[src/design/assert_macros.svh]
// assertion macros shared by the scorer modules
// expects clock aclk and active-low reset aresetn in the enclosing module
`ifndef ASSERT_MACROS_SVH
`define ASSERT_MACROS_SVH

// property that must hold at every clock edge out of reset
`define FSRR_ASSERT(name, prop, msg) \
    name: assert property (@(posedge aclk) disable iff (!aresetn) prop) \
        else $error(msg);

// condition that must hold in the cycle after a trigger
`define FSRR_ASSERT_NEXT(name, ante, cons, msg) \
    name: assert property (@(posedge aclk) disable iff (!aresetn) ante |=> cons) \
        else $error(msg);

`endif

[src/design/fsrr_pkg.sv]
// shared types and constants of the forward selection reduction scorer
// no dependencies
package fsrr_pkg;

    localparam int DEF_MAX_COLUMNS  = 32;
    localparam int DEF_FACTOR_DEPTH = 512;

    localparam int OPC_W       = 3;
    localparam int IDX_W       = 10;
    localparam int VAL_W       = 32;
    localparam int RANGE_W     = 6;
    localparam int ROW_START_W = 10;
    localparam int COLUMN_W    = 5;
    localparam int RED_W       = 48;
    localparam int FAULT_W     = 4;

    localparam logic [RANGE_W-1:0] COL_COUNT_RESET = 6'd32;

    // request opcodes
    localparam logic [OPC_W-1:0] OP_DIAG      = 3'd0;
    localparam logic [OPC_W-1:0] OP_RHS       = 3'd1;
    localparam logic [OPC_W-1:0] OP_TOL       = 3'd2;
    localparam logic [OPC_W-1:0] OP_FACTOR    = 3'd3;
    localparam logic [OPC_W-1:0] OP_ROW_START = 3'd4;
    localparam logic [OPC_W-1:0] OP_COMPUTE   = 3'd5;

    // operand pair fed to the shared multiplier
    typedef enum logic [2:0] {
        MUL_DIAG_RHS = 3'd0,
        MUL_R_R      = 3'd1,
        MUL_DIAG_R2  = 3'd2,
        MUL_DY_R     = 3'd3,
        MUL_TOL_TOL  = 3'd4
    } mul_sel_t;

    // controller to datapath
    typedef struct packed {
        logic     accept;
        logic     col_init;
        logic     set_sxy;
        logic     fread;
        logic     rstep;
        logic     acc_xx;
        logic     acc_xy;
        logic     cmp;
        logic     sq_step;
        logic     div_step;
        logic     emit;
        logic     emit_fault;
        logic     use_row;
        mul_sel_t mul_sel;
    } cmd_t;

    // datapath to controller
    typedef struct packed {
        logic is_compute;
        logic range_bad;
        logic row_more;
        logic row_next_more;
        logic pass;
        logic sq_last;
        logic div_last;
        logic out_free;
        logic col_last;
    } status_t;

endpackage

[src/design/fsrr_ctrl.sv]
// sequencing state machine of the reduction scorer
// depends on fsrr_pkg and assert_macros.svh
`include "assert_macros.svh"

module fsrr_ctrl (
    input  logic             aclk,
    input  logic             aresetn,
    input  logic             s_valid,
    output logic             s_ready,
    input  fsrr_pkg::status_t st,
    output fsrr_pkg::cmd_t   cmd
);

    typedef enum logic [13:0] {
        S_IDLE  = 14'b00000000000001,
        S_FAULT = 14'b00000000000010,
        S_COLDY = 14'b00000000000100,
        S_COLSY = 14'b00000000001000,
        S_FREAD = 14'b00000000010000,
        S_RSTEP = 14'b00000000100000,
        S_R2    = 14'b00000001000000,
        S_T1    = 14'b00000010000000,
        S_T2    = 14'b00000100000000,
        S_TOL   = 14'b00001000000000,
        S_CMP   = 14'b00010000000000,
        S_SQ    = 14'b00100000000000,
        S_DIV   = 14'b01000000000000,
        S_EMIT  = 14'b10000000000000
    } state_t;

    state_t state_reg, state_next;

    // state register
    always_ff @(posedge aclk) begin
        if (!aresetn) begin
            state_reg <= S_IDLE;
        end else begin
            state_reg <= state_next;
        end
    end

    // next state and commands
    always_comb begin
        state_next  = state_reg;
        cmd         = '0;
        cmd.mul_sel = fsrr_pkg::MUL_DIAG_RHS;
        s_ready     = 1'b0;
        unique case (state_reg)
            S_IDLE: begin
                s_ready = 1'b1;
                if (s_valid) begin
                    cmd.accept = 1'b1;
                    if (st.is_compute) begin
                        state_next = st.range_bad ? S_FAULT : S_COLDY;
                    end
                end
            end
            S_FAULT: begin
                if (st.out_free) begin
                    cmd.emit_fault = 1'b1;
                    state_next     = S_IDLE;
                end
            end
            S_COLDY: begin
                cmd.col_init = 1'b1;
                cmd.mul_sel  = fsrr_pkg::MUL_DIAG_RHS;
                state_next   = S_COLSY;
            end
            S_COLSY: begin
                cmd.set_sxy = 1'b1;
                state_next  = st.row_more ? S_FREAD : S_TOL;
            end
            S_FREAD: begin
                cmd.fread   = 1'b1;
                cmd.use_row = 1'b1;
                cmd.mul_sel = fsrr_pkg::MUL_DIAG_RHS;
                state_next  = S_RSTEP;
            end
            S_RSTEP: begin
                cmd.rstep   = 1'b1;
                cmd.mul_sel = fsrr_pkg::MUL_R_R;
                state_next  = S_R2;
            end
            S_R2: begin
                cmd.use_row = 1'b1;
                cmd.mul_sel = fsrr_pkg::MUL_DIAG_R2;
                state_next  = S_T1;
            end
            S_T1: begin
                cmd.acc_xx  = 1'b1;
                cmd.mul_sel = fsrr_pkg::MUL_DY_R;
                state_next  = S_T2;
            end
            S_T2: begin
                cmd.acc_xy = 1'b1;
                state_next = st.row_next_more ? S_FREAD : S_TOL;
            end
            S_TOL: begin
                cmd.mul_sel = fsrr_pkg::MUL_TOL_TOL;
                state_next  = S_CMP;
            end
            S_CMP: begin
                cmd.cmp    = 1'b1;
                state_next = st.pass ? S_SQ : S_EMIT;
            end
            S_SQ: begin
                cmd.sq_step = 1'b1;
                if (st.sq_last) begin
                    state_next = S_DIV;
                end
            end
            S_DIV: begin
                cmd.div_step = 1'b1;
                if (st.div_last) begin
                    state_next = S_EMIT;
                end
            end
            S_EMIT: begin
                if (st.out_free) begin
                    cmd.emit   = 1'b1;
                    state_next = st.col_last ? S_IDLE : S_COLDY;
                end
            end
            default: begin
                state_next = S_IDLE;
            end
        endcase
    end

    // checks
    `FSRR_ASSERT_NEXT(a_cmp_fail_emits, (state_reg == S_CMP && !st.pass),
        (state_reg == S_EMIT), "failed threshold must go straight to emit")
    `FSRR_ASSERT_NEXT(a_last_col_idle, (state_reg == S_EMIT && st.out_free && st.col_last),
        (state_reg == S_IDLE), "run did not end after last column")
    `FSRR_ASSERT(a_emit_has_room, ((cmd.emit || cmd.emit_fault) |-> st.out_free),
        "result written while output register is full")

endmodule

[config.mk]
export PLATFORM = sky130hd
export DESIGN_NAME = fsrr_ctrl
export DESIGN_NICKNAME = d
export VERILOG_FILES = /design/src/design/fsrr_pkg.sv /design/src/design/fsrr_ctrl.sv
export VERILOG_INCLUDE_DIRS = /design/src /design/src/design
export SDC_FILE = /design/constraint.sdc
export NUM_CORES = 1
export LEC_CHECK = 0
export BUFFER_PORTS_ARGS = -buffer_cell sky130_fd_sc_hd__buf_2
export CELL_PAD_IN_SITES_DETAIL_PLACEMENT = 1
export CELL_PAD_IN_SITES_GLOBAL_PLACEMENT = 1
export CORE_MARGIN = 5
export CORE_UTILIZATION = 39
export DETAILED_ROUTE_END_ITERATION = 10
export GPL_TIMING_DRIVEN = 0
export PLACE_DENSITY = 0.87
export SYNTH_ARGS = -nofsm -noshare
export SYNTH_HDL_FRONTEND = slang
export SYNTH_SLANG_ARGS = --single-unit
[constraint.sdc]
create_clock -name aclk -period 3.94 [get_ports aclk]
set_input_delay 0.197 -clock aclk [delete_from_list [all_inputs] [get_ports aclk]]
set_output_delay 0.197 -clock aclk [all_outputs]
set_load 0.01 [all_outputs]
=== Word-level counts from Yosys, hierarchy flattened ===
Index checks and enable logic that the tools add are counted.
W data, S select, Z words.

* Logic and storage cells: 52
* Input port bits: 12
* Bits in registers: 14

* Eq/ne operators: 20
* Reductions and logical operators: 2
* Muxes and demuxes: 29

{| class="wikitable"
|+ Operators by type and width
! cell !! count
|-
| $pmux W14 S14 || 1
|-
| $mux W14 || 7
|-
| $mux W10 || 2
|-
| $mux W1 || 16
|-
| $eq A14 B1 Y1 const B || 1
|-
| $eq A14 B10 Y1 const B || 1
|-
| $eq A14 B11 Y1 const B || 1
|-
| $eq A14 B12 Y1 const B || 1
|-
| $eq A14 B13 Y1 const B || 1
|-
| $eq A14 B14 Y1 const B || 1
|-
| $eq A14 B2 Y1 const B || 1
|-
| $eq A14 B3 Y1 const B || 1
|-
| $eq A14 B4 Y1 const B || 1
|-
| $eq A14 B5 Y1 const B || 1
|-
| $eq A14 B6 Y1 const B || 1
|-
| $eq A14 B7 Y1 const B || 1
|-
| $eq A14 B8 Y1 const B || 1
|-
| $eq A14 B9 Y1 const B || 1
|-
| $ne A2 B2 Y1 const B || 6
|-
| $pmux W3 S4 || 1
|-
| $mux W3 || 2
|-
| $reduce_and A6 Y1 || 1
|-
| $reduce_or A2 Y1 || 1
|}

=== Logic depth before layout (Yosys ltp) ===
* Word-level depth: 4
* Mapped depth: 8
* Depth with buffers taken out: 7

=== Worst setup path after synthesis ===
Ideal clock, no wire load.

* Path kind: register to output
* From: register state_reg[8]
* To: output cmd[0] in the netlist's numbering
* Cell stages (with the launch flop): 8
* Buffers on the path: 1
* Path slack: 1.921 ns
* Arrival time: 1.822 ns
* Path through: dfxtp_1 or3_1 buf_2 nor3_4 nand2_2 or3_4 or2_4 nand2_1

{| class="wikitable"
|+ RTL lines
! what !! RTL line !! RTL
|-
| from (decl) || fsrr_ctrl.sv:31 || <nowiki>state_t state_reg, state_next;</nowiki>
|-
| from (signal assigned) || fsrr_ctrl.sv:38 || <nowiki>state_reg <= state_next;</nowiki>
|-
| to (decl) || fsrr_ctrl.sv:11 || <nowiki>output fsrr_pkg::cmd_t cmd</nowiki>
|}

==> summary.md <==
| Metric | Value |
|---|---|
| Status | completed |
| CTS Buf Count | 3 |
| Final nets | 173 |
| Worst vdd ir | 0.196 mV |
| Yosys warnings | 0 |
| Final core occ | 49.2% |
| DP HPWL | 2.41 mm |
| Final WL | 3.08 mm |
| DRT Pass-1 Iters | 4 |
| Routed WL per cell | 16.2 um |
| DIE AREA | 3690 um^2 |
| Data required, critical path | 3.74 ns |
| Post-synth top area cell | dfxtp_1 |
| Syn Area/Cell | 7.86 um^2 |
| Clock buffer depth | 2 |
| Vias post-DR | 1087 |
| Worst-Skew Late Latency | 0.29 ns |
| RSZ-0062 raised after global routing | false |
| Placed Instances | 186 |
| Worst Hold Path Cells | 3 |
| First-pass GRT wire length | 5.23 mm |
| Clk sinks | 14 |
| Gate Count Post-Synth | 128 |
| Synth top area cells | dfxtp_1, nor2_1, inv_1, nand3_1, and2_1 |
| Final GP Congestion | 0.887 |
| Slew margin rel. | 62.3% |
| Initial antenna violation count | 0 |
| Routed vias/inst | 5.72 |
| RR Endpoint | state_reg[13] |
| Initial core utilization | 40.6% |
| Post-layout min period | 2.57 ns |
| Vias in the first global route | 1147 |
| Chip Height | 60.8 um |
| Crit. End Element | output port |
| Critical path fanouts, max | 7 |
| Area grow syn2layout | 21.3% |
| Fraction of layout cells with a size suffix above 1 | 30.0% |
| EDFF count, synth | 0 |
| Crit path kind | register to output port |
| Post-route cell area | 1220 um^2 |
| Most frequent cell after synthesis | dfxtp_1 |
| Non-filler cells in the finished layout | 190 |
| Final ANT Viol Nets | 0 |
| Post-CTS setup buffers | 0 |
| Placement Rows | 18 |
| Reg-to-reg startpoint | state_reg[0] |
| Tot GR Track Use | 18.9% |
| Min-delay worst type | input port to register |
| Max FFs per register | 14 |
| Async set-reset flop share out of synthesis | 0% |
| Skew final | 0.00497 ns |
| Top cells by count, synth | dfxtp_1, nor2_1, inv_1, nand3_1 |
| Setup crit start kind | register |
| Placed instance area | 1180 um^2 |
| Share of the synthesized area in the top cell type | 27.9% |
| Post-synthesis sequential area ratio | 27.9% |
| Unique cell type count in the Yosys netlist | 47 |
| H-tree depth | 1 |
| GRT overflow | 0 |
| Critical Path AT | 2.38 ns |
| Fin. max-slew vios | 0 |
| Total Neg Setup Slack | 0 ns |
| Initial drt markers | 26 |
| Primary FF master, synth | dfxtp_1 |
| Hold EP | state_reg[4] |
| Worst-margin pin slew | 0.565 ns |
| Die Width | 60.8 um |
| Hold path start | st[6] |
| Largest net degree at the start of global routing | 10 |
| Core Region | 2480 um^2 |
| Clock slew at reported path FFs | 0.09 ns |
| Mapped cell area | 1010 um^2 |
| I/O pin count | 29 |
| Final period utilization | 65.3% |
| Input/output buffers | 28 |
| Leakage | 0.608 nW |
| Root Driver | clkbuf_4 |
| FMAX | 0.388 GHz |
| TritonCTS clock tree | built |
| # diodes | 0 |
| Max-cap viol count | 0 |
| R2R setup slack | 1.75 ns |
| Pwr Density | 352 nW/um^2 |
| #FFs+latches synth | 14 |
| Count of final setup violators | 0 |
| PostCTS Resize Cnt | 0 |
| Final Hold Vio Count | 0 |
| Reg2reg path depth | 6 |
| DRC Markers | 0 |
| Cts hold-fix bufs | 0 |
| Syn Nets | 140 |
==> how the worst max path moves through the flow <==
| stage | startpoint | endpoint | cells after the start |
|---|---|---|---|
| floorplan | state_reg[8] | cmd[0] | 7 |
| global placement | state_reg[8] | cmd[0] | 8 |
| detailed placement | state_reg[8] | cmd[0] | 8 |
| CTS | state_reg[8] | cmd[0] | 8 |
| global route | state_reg[9] | cmd[0] | 8 |
| finish | state_reg[8] | cmd[0] | 8 |
==> critical path, stage by stage (launching register included) <==
cell and delay (ns):
dfxtp_1 0.38, or3_1 0.39, buf_2 0.18, nor3_4 0.23
nand2_2 0.09, or3_4 0.35, or2_4 0.27, nand2_1 0.06
buf_2 0.13
==> placed cells by master, fill, tap and decap left out, types with 2 or more instances in the layout <==
master	synthesis	layout
a21oi_1	4	4
a22oi_1	2	2
and2_1	5	5
and3_1	2	2
and3b_1	2	2
and4_1	2	2
buf_2	1	29
clkbuf_1	2	2
clkbuf_4	0	3
dfxtp_1	14	14
inv_1	10	10
mux2i_1	2	2
nand2_1	3	3
nand2b_1	5	5
nand3_1	7	7
nor2_1	13	13
nor2b_1	3	3
nor3_1	5	5
nor3_2	2	2
nor3b_1	3	3
nor4_1	4	4
o21ai_0	4	4
o21ai_1	3	3
or3_1	2	2
or4_4	2	2
xnor2_1	2	2
xor2_1	3	3
==> metal layers <==
layer | track usage, % | vias to the layer above | share of wire [%] | wire, um
met5 | 0 | - | 0 | 0
met4 | 9.29 | 0 | 2.5 | 76
met3 | 2.77 | 9 | 5.1 | 158
met2 | 31.9 | 37 | 49 | 1520
met1 | 23.2 | 513 | 43 | 1330
li1 | - | 528 | - | -
==> through the flow <==
stage          total power [W]  setup WS [ns]  hold slack (ns)
3_5_place_dp          0.000322           1.70            0.468
5_1_grt               0.000456           1.20            0.176
2_1_floorplan         0.000277           1.92            0.319
4_1_cts               0.000431           1.36            0.166
3_3_place_gp          0.000314           1.73            0.450
6_report              0.000429           1.37            0.161
==> cell type report <==
cell class | count | area [um^2]
plain buffers | 4 | 20.0
clock buffers | 4 | 36.3
fillers | 343 | 1260
inverters | 10 | 37.5
multi-input cells | 100 | 668
flip-flops and latches | 14 | 280
well taps | 30 | 37.5
repair buffers | 28 | 140
==> logic make-up after synthesis <==
group           Yosys count  synth area share, %
simple gates             73                 47.1
compound gates           20                 12.9
flops                    14                 27.9
buf+inv                  14                 5.72
xor+xnor                  5                 4.35
mux                       2                 1.99
==> report_power, final <==
| group | switching (W) | leakage (nW) | total [W] | internal, W |
|---|---|---|---|---|
| combinational | 0.0000916 | 0.474 | 0.000161 | 0.0000690 |
| clock | 0.0000507 | 0.0210 | 0.000107 | 0.0000563 |
| sequential | 0.0000125 | 0.113 | 0.000161 | 0.000149 |
| total | 0.000155 | 0.608 | 0.000429 | 0.000274 |
Note: power is estimated with default switching activity, not from simulation.
